[src/rtl/rau_pkg.sv]
`timescale 1ns / 1ps
package rau_pkg;

   localparam int WIDTH = 16;
   localparam int MW    = 2 * WIDTH;
   localparam int NW    = MW + 1;
   localparam int CW    = $clog2(NW);
   localparam int KW    = $clog2(NW + 1);
   localparam int NUM_W = 33;
   localparam int DEN_W = 32;

   localparam logic [1:0] OP_ADD = 2'd0;
   localparam logic [1:0] OP_SUB = 2'd1;
   localparam logic [1:0] OP_MUL = 2'd2;
   localparam logic [1:0] OP_DIV = 2'd3;

   localparam logic [1:0] SEL_P1 = 2'd0;
   localparam logic [1:0] SEL_P2 = 2'd1;
   localparam logic [1:0] SEL_PD = 2'd2;

   typedef struct packed {
      logic [1:0]              op;
      logic signed [WIDTH-1:0] a_num;
      logic signed [WIDTH-1:0] a_den;
      logic signed [WIDTH-1:0] b_num;
      logic signed [WIDTH-1:0] b_den;
   } req_type;

   typedef struct packed {
      logic signed [NUM_W-1:0] res_num;
      logic signed [DEN_W-1:0] res_den;
      logic                    zero_divisor;
   } rsp_type;

   typedef struct packed {
      logic       load;
      logic       mul;
      logic [1:0] mul_sel;
      logic       add;
      logic       gcd_init;
      logic       gcd_step;
      logic       div_init;
      logic       div_step;
   } cmd_type;

   typedef struct packed {
      logic n_zero;
      logic gcd_done;
   } status_type;

endpackage

[src/rtl/rau_datapath.sv]
`timescale 1ns / 1ps
module rau_datapath (
   input  logic             clock,
   input  rau_pkg::req_type    req_data,
   input  rau_pkg::cmd_type    cmd,
   output rau_pkg::status_type status,
   output rau_pkg::rsp_type    rsp_data
);
   import rau_pkg::*;

   logic [1:0]       op_ff, op_in;
   logic             an_neg_ff, ad_neg_ff, bn_neg_ff, bd_neg_ff;
   logic             an_neg_in, ad_neg_in, bn_neg_in, bd_neg_in;
   logic [WIDTH-1:0] an_mag_ff, ad_mag_ff, bn_mag_ff, bd_mag_ff;
   logic [WIDTH-1:0] an_mag_in, ad_mag_in, bn_mag_in, bd_mag_in;
   logic [MW-1:0]    p1_ff, p2_ff, pd_ff, p1_in, p2_in, pd_in;
   logic [NW-1:0]    nmag_ff, dmag_ff, nmag_in, dmag_in;
   logic             nneg_ff, dneg_ff, zdiv_ff, nneg_in, dneg_in, zdiv_in;
   logic [NW-1:0]    x_ff, y_ff, x_in, y_in;
   logic [KW-1:0]    k_ff, k_in;
   logic [NW-1:0]    g_ff, g_in;
   logic [NW-1:0]    qn_ff, qd_ff, rn_ff, rd_ff, qn_in, qd_in, rn_in, rd_in;

   logic [WIDTH-1:0] ma, mb;
   logic [MW-1:0]    prod;
   logic             s1, s2;
   logic [NW-1:0]    e1, e2;
   logic [NW:0]      rns, rds;
   logic             gen, ged;
   logic signed [NW:0] sn, sd;

   function automatic logic [WIDTH-1:0] mag_of(input logic [WIDTH-1:0] x);
      mag_of = x[WIDTH-1] ? (~x + WIDTH'(1)) : x;
   endfunction

   always_comb begin
      op_in     = op_ff;
      an_neg_in = an_neg_ff;
      ad_neg_in = ad_neg_ff;
      bn_neg_in = bn_neg_ff;
      bd_neg_in = bd_neg_ff;
      an_mag_in = an_mag_ff;
      ad_mag_in = ad_mag_ff;
      bn_mag_in = bn_mag_ff;
      bd_mag_in = bd_mag_ff;
      if (cmd.load) begin
         op_in     = req_data.op;
         an_mag_in = mag_of(req_data.a_num);
         an_neg_in = req_data.a_num[WIDTH-1];
         bn_mag_in = mag_of(req_data.b_num);
         bn_neg_in = req_data.b_num[WIDTH-1];
         if (req_data.op == OP_SUB) begin
            bn_neg_in = (req_data.b_num != '0) && !req_data.b_num[WIDTH-1];
         end
         ad_mag_in = mag_of(req_data.a_den);
         ad_neg_in = req_data.a_den[WIDTH-1];
         if (req_data.a_den == '0) begin
            ad_mag_in = WIDTH'(1);
            ad_neg_in = 1'b0;
         end
         bd_mag_in = mag_of(req_data.b_den);
         bd_neg_in = req_data.b_den[WIDTH-1];
         if (req_data.b_den == '0) begin
            bd_mag_in = WIDTH'(1);
            bd_neg_in = 1'b0;
         end
      end
   end

   always_comb begin
      case (cmd.mul_sel)
         SEL_P1: begin
            ma = an_mag_ff;
            mb = (op_ff == OP_MUL) ? bn_mag_ff : bd_mag_ff;
         end
         SEL_P2: begin
            ma = ad_mag_ff;
            mb = bn_mag_ff;
         end
         default: begin
            ma = ad_mag_ff;
            mb = (op_ff == OP_DIV) ? bn_mag_ff : bd_mag_ff;
         end
      endcase
      prod  = ma * mb;
      p1_in = p1_ff;
      p2_in = p2_ff;
      pd_in = pd_ff;
      if (cmd.mul) begin
         case (cmd.mul_sel)
            SEL_P1:  p1_in = prod;
            SEL_P2:  p2_in = prod;
            default: pd_in = prod;
         endcase
      end
   end

   always_comb begin
      s1      = an_neg_ff ^ ((op_ff == OP_MUL) ? bn_neg_ff : bd_neg_ff);
      s2      = ad_neg_ff ^ bn_neg_ff;
      e1      = NW'(p1_ff);
      e2      = NW'(p2_ff);
      nmag_in = nmag_ff;
      nneg_in = nneg_ff;
      dmag_in = dmag_ff;
      dneg_in = dneg_ff;
      zdiv_in = zdiv_ff;
      if (cmd.add) begin
         if (op_ff == OP_ADD || op_ff == OP_SUB) begin
            if (s1 == s2) begin
               nmag_in = e1 + e2;
               nneg_in = s1;
            end else if (e1 >= e2) begin
               nmag_in = e1 - e2;
               nneg_in = s1;
            end else begin
               nmag_in = e2 - e1;
               nneg_in = s2;
            end
         end else begin
            nmag_in = e1;
            nneg_in = s1;
         end
         dmag_in = NW'(pd_ff);
         dneg_in = ad_neg_ff ^ ((op_ff == OP_DIV) ? bn_neg_ff : bd_neg_ff);
         zdiv_in = 1'b0;
         if (op_ff == OP_DIV && pd_ff == '0) begin
            dmag_in = NW'(1);
            dneg_in = 1'b0;
            zdiv_in = 1'b1;
         end
         if (nmag_in == '0) begin
            nneg_in = 1'b0;
            dmag_in = NW'(1);
            dneg_in = 1'b0;
         end
      end
   end

   always_comb begin
      x_in = x_ff;
      y_in = y_ff;
      k_in = k_ff;
      if (cmd.gcd_init) begin
         x_in = nmag_ff;
         y_in = dmag_ff;
         k_in = '0;
      end else if (cmd.gcd_step) begin
         if (!x_ff[0] && !y_ff[0]) begin
            x_in = x_ff >> 1;
            y_in = y_ff >> 1;
            k_in = k_ff + KW'(1);
         end else if (!x_ff[0]) begin
            x_in = x_ff >> 1;
         end else if (!y_ff[0]) begin
            y_in = y_ff >> 1;
         end else if (x_ff > y_ff) begin
            x_in = (x_ff - y_ff) >> 1;
         end else begin
            y_in = (y_ff - x_ff) >> 1;
         end
      end
   end

   always_comb begin
      rns   = {rn_ff, qn_ff[NW-1]};
      rds   = {rd_ff, qd_ff[NW-1]};
      gen   = rns >= {1'b0, g_ff};
      ged   = rds >= {1'b0, g_ff};
      g_in  = g_ff;
      qn_in = qn_ff;
      qd_in = qd_ff;
      rn_in = rn_ff;
      rd_in = rd_ff;
      if (cmd.div_init) begin
         g_in  = (nmag_ff == '0) ? NW'(1) : (x_ff << k_ff);
         qn_in = nmag_ff;
         qd_in = dmag_ff;
         rn_in = '0;
         rd_in = '0;
      end else if (cmd.div_step) begin
         qn_in = {qn_ff[NW-2:0], gen};
         qd_in = {qd_ff[NW-2:0], ged};
         rn_in = gen ? NW'(rns - {1'b0, g_ff}) : NW'(rns);
         rd_in = ged ? NW'(rds - {1'b0, g_ff}) : NW'(rds);
      end
   end

   always_ff @(posedge clock) begin
      op_ff     <= op_in;
      an_neg_ff <= an_neg_in;
      ad_neg_ff <= ad_neg_in;
      bn_neg_ff <= bn_neg_in;
      bd_neg_ff <= bd_neg_in;
      an_mag_ff <= an_mag_in;
      ad_mag_ff <= ad_mag_in;
      bn_mag_ff <= bn_mag_in;
      bd_mag_ff <= bd_mag_in;
      p1_ff     <= p1_in;
      p2_ff     <= p2_in;
      pd_ff     <= pd_in;
      nmag_ff   <= nmag_in;
      dmag_ff   <= dmag_in;
      nneg_ff   <= nneg_in;
      dneg_ff   <= dneg_in;
      zdiv_ff   <= zdiv_in;
      x_ff      <= x_in;
      y_ff      <= y_in;
      k_ff      <= k_in;
      g_ff      <= g_in;
      qn_ff     <= qn_in;
      qd_ff     <= qd_in;
      rn_ff     <= rn_in;
      rd_ff     <= rd_in;
   end

   always_comb begin
      sn = nneg_ff ? -$signed({1'b0, qn_ff}) : $signed({1'b0, qn_ff});
      sd = dneg_ff ? -$signed({1'b0, qd_ff}) : $signed({1'b0, qd_ff});
      rsp_data.res_num      = NUM_W'(sn);
      rsp_data.res_den      = DEN_W'(sd);
      rsp_data.zero_divisor = zdiv_ff;
      status.n_zero         = (nmag_ff == '0);
      status.gcd_done       = (x_ff == y_ff);
   end

endmodule

[src/rtl/rau_control.sv]
`timescale 1ns / 1ps
module rau_control (
   input  logic                clock,
   input  logic                reset,
   input  logic                req_valid,
   output logic                req_ready,
   output logic                rsp_valid,
   input  logic                rsp_ready,
   input  rau_pkg::status_type status,
   output rau_pkg::cmd_type    cmd
);
   import rau_pkg::*;

   localparam logic [2:0] S_IDLE = 3'd0;
   localparam logic [2:0] S_MUL0 = 3'd1;
   localparam logic [2:0] S_MUL1 = 3'd2;
   localparam logic [2:0] S_MUL2 = 3'd3;
   localparam logic [2:0] S_ADD  = 3'd4;
   localparam logic [2:0] S_GINI = 3'd5;
   localparam logic [2:0] S_GCD  = 3'd6;
   localparam logic [2:0] S_DIV  = 3'd7;

   logic [2:0]    state_ff, state_in;
   logic          out_ff, out_in;
   logic [CW-1:0] cnt_ff, cnt_in;

   always_comb begin
      state_in = state_ff;
      out_in   = out_ff;
      cnt_in   = cnt_ff;
      cmd      = '0;
      cmd.mul_sel = SEL_P1;
      req_ready = !out_ff && (state_ff == S_IDLE);
      rsp_valid = out_ff;
      if (out_ff) begin
         if (rsp_ready) begin
            out_in = 1'b0;
         end
      end else begin
         case (state_ff)
            S_IDLE: begin
               if (req_valid) begin
                  cmd.load = 1'b1;
                  state_in = S_MUL0;
               end
            end
            S_MUL0: begin
               cmd.mul = 1'b1;
               cmd.mul_sel = SEL_P1;
               state_in = S_MUL1;
            end
            S_MUL1: begin
               cmd.mul = 1'b1;
               cmd.mul_sel = SEL_P2;
               state_in = S_MUL2;
            end
            S_MUL2: begin
               cmd.mul = 1'b1;
               cmd.mul_sel = SEL_PD;
               state_in = S_ADD;
            end
            S_ADD: begin
               cmd.add = 1'b1;
               state_in = S_GINI;
            end
            S_GINI: begin
               if (status.n_zero) begin
                  cmd.div_init = 1'b1;
                  cnt_in = '0;
                  state_in = S_DIV;
               end else begin
                  cmd.gcd_init = 1'b1;
                  state_in = S_GCD;
               end
            end
            S_GCD: begin
               if (status.gcd_done) begin
                  cmd.div_init = 1'b1;
                  cnt_in = '0;
                  state_in = S_DIV;
               end else begin
                  cmd.gcd_step = 1'b1;
               end
            end
            S_DIV: begin
               cmd.div_step = 1'b1;
               cnt_in = cnt_ff + CW'(1);
               if (cnt_ff == CW'(NW - 1)) begin
                  state_in = S_IDLE;
                  out_in = 1'b1;
               end
            end
            default: begin
               state_in = S_IDLE;
            end
         endcase
      end
   end

   always_ff @(posedge clock) begin
      if (reset) begin
         state_ff <= S_IDLE;
         out_ff   <= 1'b0;
         cnt_ff   <= '0;
      end else begin
         state_ff <= state_in;
         out_ff   <= out_in;
         cnt_ff   <= cnt_in;
      end
   end

endmodule

[src/rtl/rational_arithmetic_unit.sv]
// channel | ports                          | payload
// req     | req_valid, req_ready, req_data | op, a_num, a_den, b_num, b_den
// rsp     | rsp_valid, rsp_ready, rsp_data | res_num, res_den, zero_divisor
// One beat at a time: 3 multiplies on one shared 16x16 multiplier, one add,
// a binary gcd, then 33 restoring-division steps for both terms.
// Synchronous active-high reset clears the controller only.
// A result holds on rsp_data until taken; req_ready stays low meanwhile.
`timescale 1ns / 1ps
module rational_arithmetic_unit (
   input  logic             clock,
   input  logic             reset,
   input  logic             req_valid,
   output logic             req_ready,
   input  rau_pkg::req_type req_data,
   output logic             rsp_valid,
   input  logic             rsp_ready,
   output rau_pkg::rsp_type rsp_data
);
   import rau_pkg::*;

   cmd_type    cmd;
   status_type status;

   rau_control u_control (
      .clock     (clock),
      .reset     (reset),
      .req_valid (req_valid),
      .req_ready (req_ready),
      .rsp_valid (rsp_valid),
      .rsp_ready (rsp_ready),
      .status    (status),
      .cmd       (cmd)
   );

   rau_datapath u_datapath (
      .clock    (clock),
      .req_data (req_data),
      .cmd      (cmd),
      .status   (status),
      .rsp_data (rsp_data)
   );

`ifndef SYNTHESIS
   a_one_at_a_time: assert property (@(posedge clock) disable iff (reset)
      rsp_valid |-> !req_ready) else $error("ready while result pending");
   a_den_nonzero: assert property (@(posedge clock) disable iff (reset)
      rsp_valid |-> rsp_data.res_den != '0) else $error("zero denominator");
   a_zdiv_den: assert property (@(posedge clock) disable iff (reset)
      (rsp_valid && rsp_data.zero_divisor) |-> rsp_data.res_den == DEN_W'(1))
      else $error("zero divisor without unit denominator");
   a_busy: assert property (@(posedge clock) disable iff (reset)
      (req_valid && req_ready) |=> !req_ready) else $error("ready after accept");
`endif

endmodule

[config.mk]
export PLATFORM = sky130hd
export DESIGN_NAME = rational_arithmetic_unit
export DESIGN_NICKNAME = d
export VERILOG_FILES = /design/src/rtl/rau_pkg.sv /design/src/rtl/rau_datapath.sv /design/src/rtl/rau_control.sv /design/src/rtl/rational_arithmetic_unit.sv
export SDC_FILE = /design/constraint.sdc
export NUM_CORES = 2
export LEC_CHECK = 0
export BUFFER_PORTS_ARGS = -buffer_cell sky130_fd_sc_hd__buf_2
export CAP_MARGIN = 20
export CELL_PAD_IN_SITES_DETAIL_PLACEMENT = 1
export CELL_PAD_IN_SITES_GLOBAL_PLACEMENT = 2
export CORE_ASPECT_RATIO = 1.1
export CORE_MARGIN = 1
export CORE_UTILIZATION = 40
export CTS_CLUSTER_DIAMETER = 200
export DETAILED_ROUTE_END_ITERATION = 8
export PLACE_DENSITY = 0.8
export SKIP_CTS_REPAIR_TIMING = 1
export SLEW_MARGIN = 20
export SYNTH_ARGS = -nofsm -noshare
export SYNTH_HDL_FRONTEND = slang
export SYNTH_SLANG_ARGS = --single-unit
[constraint.sdc]
create_clock -name clock -period 11.7 [get_ports clock]
set_input_delay 0.585 -clock clock [delete_from_list [all_inputs] [get_ports clock]]
set_output_delay 0.585 -clock clock [all_outputs]
set_load 0.05 [all_outputs]
==> results.cfg <==
[run_status]
status = completed

[logic_synthesis]
syn-cell-area_sq_um = 43600
synthesis.instances = 4958
simple_gate_area_share_of_the_yosys_netlist = 0.173
number_of_flops_mapped_to_enable_cells_by_yosys = 398
total_of_warnings_raised_by_yosys = 0
synth_compound_gate_area_share = 0.169
yosys_most_used_dff = edfxtp_1
dominant_cells_by_area_after_synthesis = edfxtp_1, ha_1, fa_1, nand2_1, xnor2_1
synth.lib_cells_used.distinct = 91
synth_xor_area_frac = 0.0588
postSynth.asyncResetShare = 0
synth_top_cell_area_share = 0.274
synth.avg_cell_area_sq_um = 8.80
synth-adder-area-share = 0.190
synth_sequential_area_ratio = 0.312
synthMuxAreaShare = 0.0350
synth_top_family_by_area = adder cells
synth.most_common_cell = nand2_1
post-synth-top-area-cell = edfxtp_1
yosys_register_bits = 480
postSynthNetCount = 5569
yosys-top-cells-count = nand2_1, inv_1, nor2_1

[clock_tree]
cts.sinks = 480
cts_buffer_depth = 3
clock_insertion_delay_at_the_later_pin_of_the_skew_report_ns = 0.70
tritoncts.num_buffers = 58
cts.clk_slew.worst_paths_ns = 0.06
htree_levels = 2
tritoncts = built
cts_root_buffer = clkbuf_16

[setup_path]
critical_path_class = reg2reg
timing.critical_path.to_type = register
reg2reg_slack_ns = 2.40
crit_required_ns = 12.12
critical_path.max_fanout = 34
r2r.worst_path.cells = 30
crit_slowest_cell = dfxtp_1
critPathMostFrequentCell = fa_1
endpoint_of_the_lowest_slack_register_to_register_path = u_datapath.p2_ff[24]
crit_path_max_incr_delay_ns = 0.64
startpoint_type = register
wp_data_arrival_ns = 9.72
worstReg2RegStart = u_control.state_ff[1]

[timing]
setup_slack_ns = 2.40
finalSetupTns_ns = 0
hold_violations = 0
max_freq_mhz = 107
clock_skew_ns = 0.0185
rsz_0062_raised_after_global_routing = false
tightest_pin_transition_ns = 1.16
period_share = 0.795
hold-worst-slack_ns = 0.0897
finalSetupViolations = 0
timing.max_slew.rel_slack = 0.221
finalWorstPathRequiredPeriod_ns = 9.30
final_max_slew_viol_count = 0

[detailed_routing]
remaining_drc_errors = 0
route.detailed.vias_per_inst = 5.76
route.vias.total = 37100
avgRoutedWirePerCell_microns = 24.6
route.antenna.remaining_nets = 0
first_iter_violations = 2275
first_pass_iters = 5
routed_wirelength_mm = 158

[layout]
number_of_nets_in_the_layout = 5582
final.fill_count = 12600
post_route_cells_drive_above_1_share = 0.0769
design_area_sq_um = 47700
syn2layout_area_growth_pct = 9.29
combined_area_of_the_multi_input_logic_cells_sq_um = 27400
seqCellArea_sq_um = 13600

[placement]
post-place-ws_ns = 2.40
dp_area_sq_um = 45600
gpl.final_weighted_congestion = 0.957
place_hpwl_mm = 125
port_buffers = 137

[flow_run]
drv.max_cap_violation_count = 0

[floorplanning]
die_w_microns = 317
floorplan.die.height_microns = 348
initial_core_util = 0.405
die-area_sq_um = 110000
design.portCount = 138
core_area_sq_um = 108000
floorplan.rows = 126

[grt]
groute.usage.overall = 0.286
first_pass_grt_wire_length_mm = 238
antenna_found_initial = 12
grt_pass1_vias = 38500
grt-busiest-layer = met2
grt_max_degree = 79
globalRouteMet2Util = 0.491
global_route.usage.met1 = 0.353
grt-ovfl-total = 0
global_route.usage.met3 = 0.0403

[hold_path]
hold_path.class = in2reg
hold_depth = 1
worst_hold_startpoint = req_data[65]
min_to = u_datapath.op_ff[1]
[worst max-delay path, delay by kind of cell (launching register included)]
family | cells | cell delay, ns
AOI/OAI and AO/OA | 11 | 2.54
xor gates and xnor gates | 1 | 0.11
adders and majority gates | 7 | 3.03
buffers and inverters | 6 | 1.43
DFF | 1 | 0.64
muxes | 1 | 0.46
and+or+nand+nor | 4 | 0.77
[cell usage in the layout, fill, tap and decap left out, types with 37 or more instances in the layout]
cell / n
buf_4: 50
and2_1: 48
nor4_1: 46
nand3_1: 68
mux2i_1: 76
xor2_1: 63
dfxtp_1: 81
clkbuf_16: 58
nand4_1: 45
a21oi_1: 305
nor2_1: 456
nand2b_1: 41
nor2b_1: 50
ha_1: 340
edfxtp_1: 398
a221oi_1: 46
or3_1: 41
buf_2: 137
o21ai_0: 299
o31ai_1: 50
o21a_1: 37
a21o_1: 102
inv_1: 469
xnor2_1: 228
fa_1: 201
nor3_1: 97
nand2_1: 650
[worst max-delay path by stage]
stage / from / to / slack [ns] / cells past startpoint
floorplan: u_control.rsp_valid / u_datapath.p1_ff[31] / 1.95 / 33
global placement: u_control.state_ff[1] / u_datapath.p1_ff[24] / 2.54 / 30
detailed placement: u_control.state_ff[1] / u_datapath.p1_ff[24] / 2.40 / 30
CTS: u_control.state_ff[1] / u_datapath.p2_ff[24] / 2.38 / 30
global route: u_control.state_ff[1] / u_datapath.p2_ff[24] / 1.83 / 30
finish: u_control.state_ff[1] / u_datapath.p2_ff[24] / 2.40 / 30
[per-layer routing]
layer  up-vias  part of all wire
li1      17300                 -
met1     18500              0.42
met2       913              0.49
met3       302             0.046
met4        10             0.048
met5         -           0.00042
[sequential cells by signal (all words and copies together) (netlist names), 32 cells and up]
name	cells
u_datapath.dmag_ff	32
u_datapath.g_ff	33
u_datapath.nmag_ff	33
u_datapath.p1_ff	32
u_datapath.p2_ff	32
u_datapath.pd_ff	32
u_datapath.qd_ff	33
u_datapath.qn_ff	33
u_datapath.rd_ff	33
u_datapath.rn_ff	33
u_datapath.x_ff	33
u_datapath.y_ff	32
[cells by family (layout without fill, tap and decap cells)]
family,after synthesis,after routing
simple gates,1659,1659
compound gates,1149,1149
buf+inv,707,768
fa+ha+maj,541,541
flops,480,480
xor+xnor,293,293
mux,129,129
other cells,0,6
[layout make-up]
cell class	instances	area share
well taps	1408	0.0370
inverters	472	0.0372
flip-flops and latches	480	0.285
diodes	6	0.000315
multi-input cells	3771	0.576
clock inverters	37	0.0102
clock buffers	71	0.0321
repair buffers	188	0.0226
[stage by stage]
stage,cells,util
after global routing,6429,0.443
final,6433,0.443
after global placement,6318,0.424
after detailed placement,6318,0.424
after floorplan,4958,-
after CTS,6426,0.442
Power is not shown: default switching activity piles up to over one toggle a cycle in this logic, so the estimate is an artifact.
